===== src/rtl/asr_envelope_shaper_assert.svh =====
// Assertion macros shared by the envelope shaper RTL.
// Each macro takes a label, clock, reset, antecedent and consequent.
`ifndef ASR_ENVELOPE_SHAPER_ASSERT_SVH
`define ASR_ENVELOPE_SHAPER_ASSERT_SVH

// Same-cycle implication.
`define ASR_ASSERT_NOW(label, clk, rst, ante, cons) \
   label: assert property (@(posedge clk) disable iff (rst) (ante) |-> (cons)) \
      else $error("asr_envelope_shaper: assertion failed");

// Next-cycle implication.
`define ASR_ASSERT_NEXT(label, clk, rst, ante, cons) \
   label: assert property (@(posedge clk) disable iff (rst) (ante) |=> (cons)) \
      else $error("asr_envelope_shaper: assertion failed");

`endif


===== src/rtl/asr_pkg.sv =====
// ----------------------------------------------------------------------------
// asr_pkg
// Shared types and constants of the ASR envelope shaper.
// ----------------------------------------------------------------------------
`timescale 1ns / 1ps
`default_nettype none

package asr_pkg;

   localparam int CHUNK_SIZE = 128;
   localparam int POS_W      = (CHUNK_SIZE > 1) ? $clog2(CHUNK_SIZE) : 1;

   localparam int CSR_ADDR_W = 2;
   localparam int CSR_DATA_W = 24;

   localparam logic [23:0] LEVEL_ONE = 24'h800000;

   localparam logic [23:0] ATTACK_STEP_RST   = 24'd17476;
   localparam logic [22:0] RELEASE_ALPHA_RST = 23'd8379875;
   localparam logic [23:0] OFF_CUTOFF_RST    = 24'd419430;

   typedef enum logic [1:0] {
      PH_ATTACK  = 2'd0,
      PH_SUSTAIN = 2'd1,
      PH_RELEASE = 2'd2,
      PH_OFF     = 2'd3
   } phase_type;

   typedef enum logic [CSR_ADDR_W-1:0] {
      CSR_ATTACK_STEP   = 2'd0,
      CSR_RELEASE_ALPHA = 2'd1,
      CSR_OFF_CUTOFF    = 2'd2
   } csr_index_type;

   typedef enum logic [1:0] {
      ST_IDLE,
      ST_MUL,
      ST_OUT
   } ctrl_state_type;

   typedef struct packed {
      logic load;   // latch a present beat, apply chunk-start gate
      logic clear;  // absent beat: reset envelope
      logic mul;    // first product, level update
      logic fin;    // velocity product, round, write output
   } dp_cmd_type;

   typedef struct packed {
      logic out_free;
   } dp_stat_type;

endpackage

`default_nettype wire


===== src/rtl/asr_ctrl.sv =====
// ----------------------------------------------------------------------------
// asr_ctrl
// Sequencer for load, multiply and output steps of one beat.
// ----------------------------------------------------------------------------
`timescale 1ns / 1ps
`default_nettype none

module asr_ctrl (
   input  wire logic               clock,
   input  wire logic               reset,
   input  wire logic               req_tvalid,
   input  wire logic               req_present,
   output logic                    req_tready,
   input  wire asr_pkg::dp_stat_type stat,
   output asr_pkg::dp_cmd_type     cmd
);
   import asr_pkg::*;

   ctrl_state_type state_ff, state_in;
   logic           accept;

   assign accept = req_tvalid && req_tready;

   always_ff @(posedge clock) begin
      if (reset) begin
         state_ff <= ST_IDLE;
      end else begin
         state_ff <= state_in;
      end
   end

   always_comb begin
      state_in = state_ff;
      unique case (state_ff)
         ST_IDLE: begin
            if (accept && req_present) state_in = ST_MUL;
         end
         ST_MUL: begin
            state_in = ST_OUT;
         end
         ST_OUT: begin
            if (stat.out_free) state_in = ST_IDLE;
         end
         default: begin
            state_in = ST_IDLE;
         end
      endcase
   end

   always_comb begin
      req_tready = 1'b0;
      cmd        = '0;
      unique case (state_ff)
         ST_IDLE: begin
            req_tready = 1'b1;
            cmd.load   = accept && req_present;
            cmd.clear  = accept && !req_present;
         end
         ST_MUL: begin
            cmd.mul = 1'b1;
         end
         ST_OUT: begin
            cmd.fin = stat.out_free;
         end
         default: begin
            cmd = '0;
         end
      endcase
   end

endmodule

`default_nettype wire


===== src/rtl/asr_datapath.sv =====
// ----------------------------------------------------------------------------
// asr_datapath
// Envelope state, config registers, multiply chain and output register.
// ----------------------------------------------------------------------------
`timescale 1ns / 1ps
`default_nettype none

module asr_datapath (
   input  wire logic                              clock,
   input  wire logic                              reset,
   input  wire asr_pkg::dp_cmd_type               cmd,
   output asr_pkg::dp_stat_type                   stat,
   input  wire logic                              csr_we,
   input  wire logic [asr_pkg::CSR_ADDR_W-1:0]    csr_addr,
   input  wire logic [asr_pkg::CSR_DATA_W-1:0]    csr_wdata,
   input  wire logic signed [15:0]                sample_in,
   input  wire logic [15:0]                       velocity_in,
   input  wire logic                              gate,
   output logic signed [15:0]                     sample_out,
   output logic [1:0]                             phase_out,
   output logic                                   chunk_last,
   output logic                                   out_valid,
   input  wire logic                              out_ready
);
   import asr_pkg::*;

   localparam logic [POS_W-1:0]    POS_LAST = POS_W'(CHUNK_SIZE - 1);
   localparam logic signed [56:0]  RND_HALF = 57'sh2000000000;  // 2^37

   // config
   logic [23:0] attack_step_ff;
   logic [22:0] release_alpha_ff;
   logic [23:0] off_cutoff_ff;

   // envelope state
   phase_type        phase_ff, phase_in;
   logic [23:0]      env_level_ff, env_level_in;
   logic [15:0]      held_vel_ff, held_vel_in;
   logic [POS_W-1:0] chunk_pos_ff, chunk_pos_in;

   // work registers
   logic signed [15:0] samp_ff;
   logic               last_ff;
   logic               mute_ff;
   logic signed [39:0] prod1_ff;

   // output register
   logic signed [15:0] sample_out_ff;
   logic [1:0]         phase_out_ff;
   logic               last_out_ff;
   logic               out_valid_ff, out_valid_in;

   phase_type          phase_eff;
   logic [23:0]        level_used;
   logic signed [40:0] prod1_full;
   logic [24:0]        atk_sum;
   logic [46:0]        dec_full;
   logic [23:0]        dec_level;
   logic signed [56:0] prod2;
   logic signed [56:0] rnd;
   logic signed [18:0] q;
   logic signed [15:0] sat;

   always_ff @(posedge clock) begin
      if (reset) begin
         attack_step_ff   <= ATTACK_STEP_RST;
         release_alpha_ff <= RELEASE_ALPHA_RST;
         off_cutoff_ff    <= OFF_CUTOFF_RST;
      end else if (csr_we) begin
         case (csr_addr)
            CSR_ATTACK_STEP:   attack_step_ff   <= csr_wdata;
            CSR_RELEASE_ALPHA: release_alpha_ff <= csr_wdata[22:0];
            CSR_OFF_CUTOFF:    off_cutoff_ff    <= csr_wdata;
            default: begin
            end
         endcase
      end
   end

   // chunk-start gate handling
   always_comb begin
      phase_eff   = phase_ff;
      held_vel_in = held_vel_ff;
      if (chunk_pos_ff == '0) begin
         if (gate) begin
            held_vel_in = velocity_in;
            if (phase_ff == PH_RELEASE || phase_ff == PH_OFF) phase_eff = PH_ATTACK;
         end else begin
            if (phase_ff == PH_ATTACK || phase_ff == PH_SUSTAIN) phase_eff = PH_RELEASE;
         end
      end
   end

   assign level_used = (phase_ff == PH_SUSTAIN) ? LEVEL_ONE : env_level_ff;
   assign prod1_full = samp_ff * $signed({1'b0, level_used});
   assign atk_sum    = {1'b0, env_level_ff} + {1'b0, attack_step_ff};
   assign dec_full   = env_level_ff * release_alpha_ff;
   assign dec_level  = dec_full[46:23];

   always_comb begin
      phase_in     = phase_ff;
      env_level_in = env_level_ff;
      chunk_pos_in = chunk_pos_ff;
      if (cmd.clear) begin
         phase_in     = PH_ATTACK;
         env_level_in = '0;
         chunk_pos_in = '0;
      end else if (cmd.load) begin
         phase_in     = phase_eff;
         chunk_pos_in = (chunk_pos_ff == POS_LAST) ? '0 : chunk_pos_ff + 1'b1;
      end else if (cmd.mul) begin
         unique case (phase_ff)
            PH_ATTACK: begin
               if (atk_sum >= {1'b0, LEVEL_ONE}) begin
                  env_level_in = LEVEL_ONE;
                  phase_in     = PH_SUSTAIN;
               end else begin
                  env_level_in = atk_sum[23:0];
               end
            end
            PH_RELEASE: begin
               if (last_ff && (dec_level < off_cutoff_ff)) begin
                  env_level_in = '0;
                  phase_in     = PH_OFF;
               end else begin
                  env_level_in = dec_level;
               end
            end
            PH_SUSTAIN, PH_OFF: begin
            end
         endcase
      end
   end

   always_ff @(posedge clock) begin
      if (reset) begin
         phase_ff     <= PH_OFF;
         env_level_ff <= '0;
         held_vel_ff  <= '0;
         chunk_pos_ff <= '0;
      end else begin
         phase_ff     <= phase_in;
         env_level_ff <= env_level_in;
         chunk_pos_ff <= chunk_pos_in;
         if (cmd.load) held_vel_ff <= held_vel_in;
      end
   end

   always_ff @(posedge clock) begin
      if (cmd.load) begin
         samp_ff <= sample_in;
         last_ff <= (chunk_pos_ff == POS_LAST);
      end
      if (cmd.mul) begin
         prod1_ff <= prod1_full[39:0];
         mute_ff  <= (phase_ff == PH_OFF);
      end
   end

   // velocity product, round half up at bit 38, saturate
   assign prod2 = prod1_ff * $signed({1'b0, held_vel_ff});
   assign rnd   = prod2 + RND_HALF;
   assign q     = rnd[56:38];

   always_comb begin
      if (mute_ff)                 sat = '0;
      else if (q > 19'sd32767)     sat = 16'sh7FFF;
      else if (q < -19'sd32768)    sat = 16'sh8000;
      else                         sat = q[15:0];
   end

   assign stat.out_free = !out_valid_ff || out_ready;

   always_comb begin
      out_valid_in = out_valid_ff;
      if (cmd.fin)        out_valid_in = 1'b1;
      else if (out_ready) out_valid_in = 1'b0;
   end

   always_ff @(posedge clock) begin
      if (reset) begin
         out_valid_ff <= 1'b0;
      end else begin
         out_valid_ff <= out_valid_in;
      end
   end

   always_ff @(posedge clock) begin
      if (cmd.fin) begin
         sample_out_ff <= sat;
         phase_out_ff  <= phase_ff;
         last_out_ff   <= last_ff;
      end
   end

   assign sample_out = sample_out_ff;
   assign phase_out  = phase_out_ff;
   assign chunk_last = last_out_ff;
   assign out_valid  = out_valid_ff;

endmodule

`default_nettype wire


===== src/rtl/asr_envelope_shaper.sv =====
// ----------------------------------------------------------------------------
// asr_envelope_shaper
// Attack/sustain/release envelope applied to a chunked audio sample stream.
// ----------------------------------------------------------------------------
//
//  channel  | ports                 | payload
//  ---------+-----------------------+------------------------------------------
//  request  | req_tvalid/tready     | tdata: sample_in, velocity_in
//           |                       | tuser: gate, stream_present
//  response | rsp_tvalid/tready     | tdata: sample_out, phase_out; tlast
//  config   | csr_we/addr/wdata     | attack_step, release_alpha, off_cutoff
//
//  A present beat runs in three steps (IDLE, MUL, OUT): accept and gate
//  handling, then sample*level with the level update, then *velocity with
//  round/saturate. The two chained multiplies share one sequencer, which
//  takes no new beat before it is back in IDLE. A beat with stream_present
//  low produces no response. Reset is synchronous; config returns to its
//  default values. A stalled response waits in the output register while
//  the next beat is taken; the sequencer holds in its last step only if it is full.
//
`timescale 1ns / 1ps
`default_nettype none

module asr_envelope_shaper (
   input  wire logic                           clock,
   input  wire logic                           reset,
   // request
   input  wire logic                           req_tvalid,
   output logic                                req_tready,
   input  wire logic [31:0]                    req_tdata,  // [15:0] sample_in, [31:16] velocity_in
   input  wire logic [1:0]                     req_tuser,  // [0] gate, [1] stream_present
   // response
   output logic                                rsp_tvalid,
   input  wire logic                           rsp_tready,
   output logic [23:0]                         rsp_tdata,  // [15:0] sample_out, [17:16] phase_out
   output logic                                rsp_tlast,  // chunk_last
   // config
   input  wire logic                           csr_we,
   input  wire logic [asr_pkg::CSR_ADDR_W-1:0] csr_addr,
   input  wire logic [asr_pkg::CSR_DATA_W-1:0] csr_wdata
);
   import asr_pkg::*;

`include "asr_envelope_shaper_assert.svh"

   dp_cmd_type         ctrl_cmd;
   dp_stat_type        dp_stat;
   logic signed [15:0] sample_out;
   logic [1:0]         phase_out;

   // sequencer: IDLE takes a beat, MUL and OUT run the product chain
   asr_ctrl u_ctrl (
      .clock       (clock),
      .reset       (reset),
      .req_tvalid  (req_tvalid),
      .req_present (req_tuser[1]),
      .req_tready  (req_tready),
      .stat        (dp_stat),
      .cmd         (ctrl_cmd)
   );

   // envelope state, config, multipliers and response register
   asr_datapath u_dp (
      .clock       (clock),
      .reset       (reset),
      .cmd         (ctrl_cmd),
      .stat        (dp_stat),
      .csr_we      (csr_we),
      .csr_addr    (csr_addr),
      .csr_wdata   (csr_wdata),
      .sample_in   ($signed(req_tdata[15:0])),
      .velocity_in (req_tdata[31:16]),
      .gate        (req_tuser[0]),
      .sample_out  (sample_out),
      .phase_out   (phase_out),
      .chunk_last  (rsp_tlast),
      .out_valid   (rsp_tvalid),
      .out_ready   (rsp_tready)
   );

   assign rsp_tdata = {6'b0, phase_out, sample_out};

   // a present beat keeps the sequencer busy on the next cycle
   `ASR_ASSERT_NEXT(a_busy_after_load, clock, reset, req_tvalid && req_tready && req_tuser[1], !req_tready)
   // the output register is written only when it is free
   `ASR_ASSERT_NOW(a_fin_when_free, clock, reset, ctrl_cmd.fin, dp_stat.out_free)
   // a response only appears after a finish step
   `ASR_ASSERT_NOW(a_rsp_from_fin, clock, reset, $rose(rsp_tvalid), $past(ctrl_cmd.fin))

endmodule

`default_nettype wire

===== config.mk =====
export PLATFORM = sky130hd
export DESIGN_NAME = asr_envelope_shaper
export DESIGN_NICKNAME = d
export VERILOG_FILES = /design/src/rtl/asr_pkg.sv /design/src/rtl/asr_ctrl.sv /design/src/rtl/asr_datapath.sv /design/src/rtl/asr_envelope_shaper.sv
export VERILOG_INCLUDE_DIRS = /design/src /design/src/rtl
export SDC_FILE = /design/constraint.sdc
export NUM_CORES = 2
export LEC_CHECK = 0
export BUFFER_PORTS_ARGS = -buffer_cell sky130_fd_sc_hd__clkbuf_2
export CELL_PAD_IN_SITES_DETAIL_PLACEMENT = 1
export CELL_PAD_IN_SITES_GLOBAL_PLACEMENT = 2
export CORE_MARGIN = 5
export CORE_UTILIZATION = 40
export DETAILED_ROUTE_END_ITERATION = 10
export HOLD_SLACK_MARGIN = 0.06
export PLACE_DENSITY = 0.82
export SYNTH_ARGS = -nofsm -noshare
export SYNTH_HDL_FRONTEND = slang
export SYNTH_SLANG_ARGS = --single-unit
export TNS_END_PERCENT = 50

===== constraint.sdc =====
create_clock -name clock -period 12.1 [get_ports clock]
set_input_delay 0 -clock clock [delete_from_list [all_inputs] [get_ports clock]]
set_output_delay 0 -clock clock [all_outputs]
set_load 0.02 [all_outputs]

### Yosys cells after proc, flatten, opt, wreduce, memory -nomap -nowiden

Index checks and enable logic that the tools add are counted.

| cells by class | value |
|---|---|
| add/sub/neg operators | 3 |
| $lt $le $gt $ge | 4 |
| bitwise gates (word level) | 1 |
| reductions and logical operators | 26 |
| eq/ne operators | 15 |
| multiply operators | 3 |
| muxes and demuxes | 26 |

Operator list:

| cell | count |
|---|---|
| $mux 24 | 3 |
| $add 57x39->57 const B | 1 |
| $mul 40x17->57 | 1 |
| $pmux 24 s2 | 1 |
| $mul 24x23->47 | 1 |
| $mul 16x25->40 | 1 |
| $add 24x24->25 | 1 |
| $ge 25x24->1 const B | 1 |
| $lt 24x24->1 | 1 |
| $mux 2 | 12 |
| $gt 19x16->1 const B | 1 |
| $lt 19x16->1 const B | 1 |
| $mux 16 | 1 |
| $mux 15 | 1 |
| $eq 2x2->1 const B | 4 |
| $ne 4x3->1 const B | 2 |
| $ne 4x4->1 const B | 2 |
| $reduce_and 2->1 | 4 |
| $add 7x1->7 const B | 1 |
| $eq 7x7->1 const B | 1 |
| $logic_not 7->1 | 1 |
| $mux 7 | 1 |
| $reduce_and 7->1 | 1 |
| $eq 2x1->1 const B | 3 |
| 15 further kinds | 31 |

| word-level totals | value |
|---|---|
| output and inout bits | 27 |
| flip-flop bits (word level) | 200 |
| input port bits | 65 |

### Depth between registers and ports, before layout

| logic depth | value |
|---|---|
| word-level depth | 8 |
| mapped depth | 39 |
| gate-level depth less buffers | 37 |

### Cells and area by module

A second synthesis with hierarchy kept.

| second synthesis, totals | value |
|---|---|
| cells, all modules | 6762 |
| area total of the unflattened synthesis | 60795.8 µm² |

By module, submodules not included:

| module | area each (µm²) | cells an instance | sequential area each (µm²) | times used |
|---|---|---|---|---|
| asr_datapath | 60643.2 | 6745 | 4734.5 | 1 |
| asr_ctrl | 103.8 | 10 | 40.0 | 1 |
| asr_envelope_shaper | 48.8 | 7 | 0.0 | 1 |

### Worst setup path before layout

No wires, ideal clock.

| timing path | value |
|---|---|
| path type | register to register |
| start | reg u_dp.env_level_ff[15] |
| end | reg u_dp.env_level_ff[0] |
| slack | 3.444 ns |
| library setup time | 0.123 ns |
| stages on the path, launching flop included | 35 |
| arrival time | 8.533 ns |
| clock period less this slack | 8.656 ns |
| path through | dfxtp_1 > clkbuf_1 > clkbuf_1 > nand2_1 > fa_1 > fa_1 > fa_1 > fa_1 > inv_1 > fa_1 > fa_1 > inv_1 > fa_1 > inv_1 > ha_1 > o21a_1 > o211ai_1 > nor3_1 > o21ai_1 > a2111o_1 > a21boi_1 > o21ai_1 > a21oi_1 > nor2_1 > xnor2_1 > ha_1 > or4b_1 > a221oi_1 > o21a_1 > o31ai_1 > a32o_1 > a31o_2 > clkbuf_1 > a221oi_1 > nor2_1 |

| between the ends | value |
|---|---|
| longest elaborated chain between the ends | 5 |

RTL lines:

| element | RTL line | source |
|---|---|---|
| start: declaration | asr_datapath.sv:37 | `logic [23:0] env_level_ff, env_level_in;` |
| start signal: assignment | asr_datapath.sv:143 | `env_level_ff <= env_level_in;` |
| $mul 24x23->47 | asr_datapath.sv:97 | `assign dec_full = env_level_ff * release_alpha_ff;` |
| $lt 24x24->1 | asr_datapath.sv:122 | `if (last_ff && (dec_level < off_cutoff_ff)) begin` |
| $logic_and 1x1->1 | asr_datapath.sv:122 |  |
| $mux 24 | asr_datapath.sv:122 |  |
| $pmux 24 s2 * | asr_datapath.sv:112 | `unique case (phase_ff)` |

Every way passes the cells marked *; elsewhere a longest branch is shown, timed or not.
A chain may end at the register's enable or synchronous reset.

### Worst setup path after layout

| timing path | value |
|---|---|
| start | reg u_dp.release_alpha_ff[6] |
| end | reg u_dp.env_level_ff[7] |

| between the ends | value |
|---|---|
| longest elaborated chain between the ends | 5 |

RTL lines:

| element | RTL line | source |
|---|---|---|
| start: declaration | asr_datapath.sv:32 | `logic [22:0] release_alpha_ff;` |
| start signal: assignment | asr_datapath.sv:72 | `CSR_RELEASE_ALPHA: release_alpha_ff <= csr_wdata[22:0];` |
| $mul 24x23->47 * | asr_datapath.sv:97 |  |
| $lt 24x24->1 | asr_datapath.sv:122 |  |
| $logic_and 1x1->1 | asr_datapath.sv:122 |  |
| $mux 24 * | asr_datapath.sv:122 |  |
| $pmux 24 s2 * | asr_datapath.sv:112 |  |

Marks and branches as above.

==> reports/summary.txt <==
Status: complete, no violations
DRT iter0 DRCs: 2,098
Period utilization: 0.857
Syn avg cell area: 9.01 um2
Root Driver: clkbuf_16
Total gr overflow: 0
Synth warn: 0
Via count: 44,800
First-pass GRT wire length: 294,000 um
Top Family by Delay on Critical Path: adder cells
Routability cong.: 0.856
Unrepaired setup endpoints after global routing: no
Post-CTS resize count: 0
GR peak layer: met2
Post-CTS Setup Bufs: 0
R2R setup slack: 1740 ps
Full die area: 158,000 um2
Final Hold Viols: 0
Max Clock Freq: 96.5 MHz
Largest net degree at the start of global routing: 74
Buffers on Ports: 85
Worst setup EP type: flop
H-tree depth: 4
# hold bufs at CTS: 84
Yosys cell types: 86
Syn Inst Count: 6,685
# nets final: 8,567
DRC violations left: 0
Total Power: 2.96 mW
GR met1 Demand/Resource: 0.310
Capture point of the worst reg-to-reg path: u_dp.env_level_ff[7]$_SDFFE_PP0P_
Post-synth EDFFs: 77
Critical path class: flop to flop
Fillers: 17,400
Detail Placement HPWL: 144,000 um
Synth Cell Area: 60,200 um2
Area of the core: 150,000 um2
Clock latency on the worst-skew pair: 590 ps
Fin Setup TNS: 0 ps
Share of post-route cells with drive strength above 1: 0.0388
Register-to-Register Path Depth: 33
Die Wd: 398 um
CTS tree: built
Post-detailed-route wirelength per cell: 21.3 um
Util after Layout: 0.428
Min-delay src: req_tdata[1]
Worst EP arrival: 10,840 ps
CP required: 12,580 ps
Setup Skew: 22.9 ps
Die Ht: 398 um
GRT Overall Usage: 0.240
Final wirelength: 184,000 um
Max Cap Violations: 0
VDD IR max: 0.122 mV
Initial Utilization: 0.402
Rows: 142
Min cycle time layout: 10,360 ps
RR Startpoint: u_dp.release_alpha_ff[6]$_SDFFE_PP1P_
Leak pwr: 31.3 nW
GRT met2 Usage: 0.427
Setup crit start kind: flop
Hold path depth: 2
Async set-reset flop share out of synthesis: 0
CTS buffer count: 17
Final ANT Viol Nets: 0
Register area share after synthesis: 0.0793
Synth Register Bits: 200
Stages on the worst setup path: 33
Slew margin rel.: 0.155
Type of the worst min-delay path: input port to flop
Met3 Usage GRT: 0.0266
Area grow syn2layout: 6.32%
Vias/cell: 5.17
Power per cell area: 46.2 nW/um2
Top_reg_cell synth: dfxtp_1
I/O pins: 92
Top cell by count, worst path: fa_1
Initial antenna violation count: 8
Slew Limit Fails: 0
CTS sink cnt: 200
Hold Crit Endpoint: u_dp.samp_ff[1]$_DFFE_PP_
CTS Buffer Depth: 2
Vias in the first global route: 51,800
Initial DRT Pass Iterations: 5
Final setup viols: 0
Max incr delay on CP: 1120 ps
Tightest Pin Transition: 1270 ps
Critical-path maximum fanout: 25
Slowest-stage cell, CP: dfxtp_1
Reg clk slew, reported paths: 100 ps
Bufs and invs on worst path: 5
## synthesized netlist by cell type, types with 6 or more instances
master / number / area (um2)
nand3_1: 33 / 165
xnor2_1: 73 / 639
edfxtp_1: 77 / 2310
a211o_1: 18 / 158
xor2_1: 32 / 280
a21oi_2: 11 / 96.3
a221oi_1: 20 / 175
or2_2: 6 / 37.5
clkbuf_1: 336 / 1260
o211ai_1: 9 / 67.6
o21ai_0: 65 / 325
a21oi_1: 181 / 906
a211oi_1: 15 / 113
a31oi_1: 13 / 81.3
nand2_1: 1135 / 4260
inv_1: 1488 / 5590
nor2_1: 103 / 387
o21a_1: 16 / 120
nor3_1: 21 / 105
nand4_1: 22 / 138
nor4_1: 6 / 37.5
nand3b_1: 28 / 210
a21o_1: 83 / 623
o21bai_1: 23 / 173
nand2b_1: 39 / 244
dfxtp_1: 123 / 2460
and3_1: 123 / 769
ha_1: 518 / 6480
nor2b_1: 18 / 113
and2_1: 560 / 3500
a21boi_1: 6 / 45.0
buf_4: 6 / 45.0
fa_1: 1365 / 27300
buf_1: 7 / 26.3
o31ai_1: 8 / 60.1
## how the worst max path moves through the flow
stage | from | endpoint | slack [ps]
after floorplan | u_dp.env_level_ff[15]$_SDFFE_PP0P_ | u_dp.env_level_ff[0]$_SDFFE_PP0P_ | 3440
after global placement | u_dp.release_alpha_ff[11]$_SDFFE_PP1P_ | u_dp.env_level_ff[7]$_SDFFE_PP0P_ | 2180
after detailed placement | u_dp.release_alpha_ff[2]$_SDFFE_PP0P_ | u_dp.env_level_ff[7]$_SDFFE_PP0P_ | 1840
after CTS | u_dp.release_alpha_ff[6]$_SDFFE_PP1P_ | u_dp.env_level_ff[7]$_SDFFE_PP0P_ | 1830
after global routing | u_dp.release_alpha_ff[3]$_SDFFE_PP0P_ | u_dp.env_level_ff[7]$_SDFFE_PP0P_ | 1340
final | u_dp.release_alpha_ff[6]$_SDFFE_PP1P_ | u_dp.env_level_ff[7]$_SDFFE_PP0P_ | 1740
## power breakdown
group / total, mW / switching, mW / internal, mW
registers: 0.820 / 0.0799 / 0.740
logic: 1.47 / 0.913 / 0.556
clock network: 0.666 / 0.371 / 0.295
total: 2.96 / 1.36 / 1.59
## placed cells by master (no fill, tap or decap), types with 18 or more instances in the layout
master         instances
clkbuf_16             18
o21bai_1              23
edfxtp_1              77
and3_1               123
nor3_1                21
dfxtp_1              120
xnor2_1               73
ha_1                 518
o21ai_0               65
a21o_1                83
clkbuf_2              84
a211o_1               18
and2_1               560
inv_1               1488
a221oi_1              20
a21oi_1              181
nand2b_1              39
xor2_1                32
nand4_1               22
nor2_1               101
buf_4                 95
nand3_1               33
nand3b_1              28
dlygate4sd3_1         84
nand2_1             1134
fa_1                1365
## registers in the layout, indices dropped and copies added, names as in the netlist
name                   cells
u_ctrl.state_ff            2
u_dp.mute_ff               1
u_dp.phase_ff              2
u_dp.off_cutoff_ff        24
u_dp.chunk_last            1
u_dp.held_vel_ff          16
u_dp.out_valid             1
u_dp.last_ff               1
u_dp.chunk_pos_ff          7
u_dp.attack_step_ff       24
u_dp.phase_out             2
u_dp.release_alpha_ff     23
u_dp.sample_out           16
u_dp.env_level_ff         24
u_dp.samp_ff              16
u_dp.prod1_ff             40
## worst reg2reg max path: cells and delay by family (launching register included)
family	cells	cell delay [ps]
compound gates	12	3340
buf+inv	5	430
flops	1	1120
fa+ha+maj	9	4050
simple gates	7	1340
## kinds of logic after synthesis
logic type,share of synthesized area
AO/OA/AOI/OAI,0.0586
flip-flops,0.0793
XOR/XNOR,0.0155
other,0.0000623
buffers and inverters,0.115
multiplexers,0.000686
AND/OR/NAND/NOR,0.169
adder cells (fa/ha/maj),0.561
## stage by stage
stage               area, um2  setup slack [ps]  hold slack (ps)  std cells
global route            64000              1340              106       8648
floorplan               60200              3440             98.9       6690
global placement        62600              2180              177       8532
detailed placement      62600              1840              179       8532
CTS                     64000              1830             70.7       8648
finish                  64000              1740              132       8651
## final cells by class
type	count	area [um2]	area share
Clock inverter	13	151	0.00236
Tap cell	2016	2520	0.0394
Clock buffer	19	464	0.00725
Sequential cell	200	4780	0.0746
Multi-Input combinational cell	4648	48500	0.758
Inverter	1489	5590	0.0873
Antenna cell	3	7.51	0.000117
Timing Repair Buffer	263	1970	0.0308
## metal layers
layer / wire [um] / vias to the layer above / share of wire
met5: 0 / - / 0
met4: 4840 / 0 / 0.026
met3: 6950 / 228 / 0.038
met2: 93600 / 851 / 0.51
met1: 78500 / 23900 / 0.43
li1: - / 19800 / -
Power figures use the tool's default switching activity.
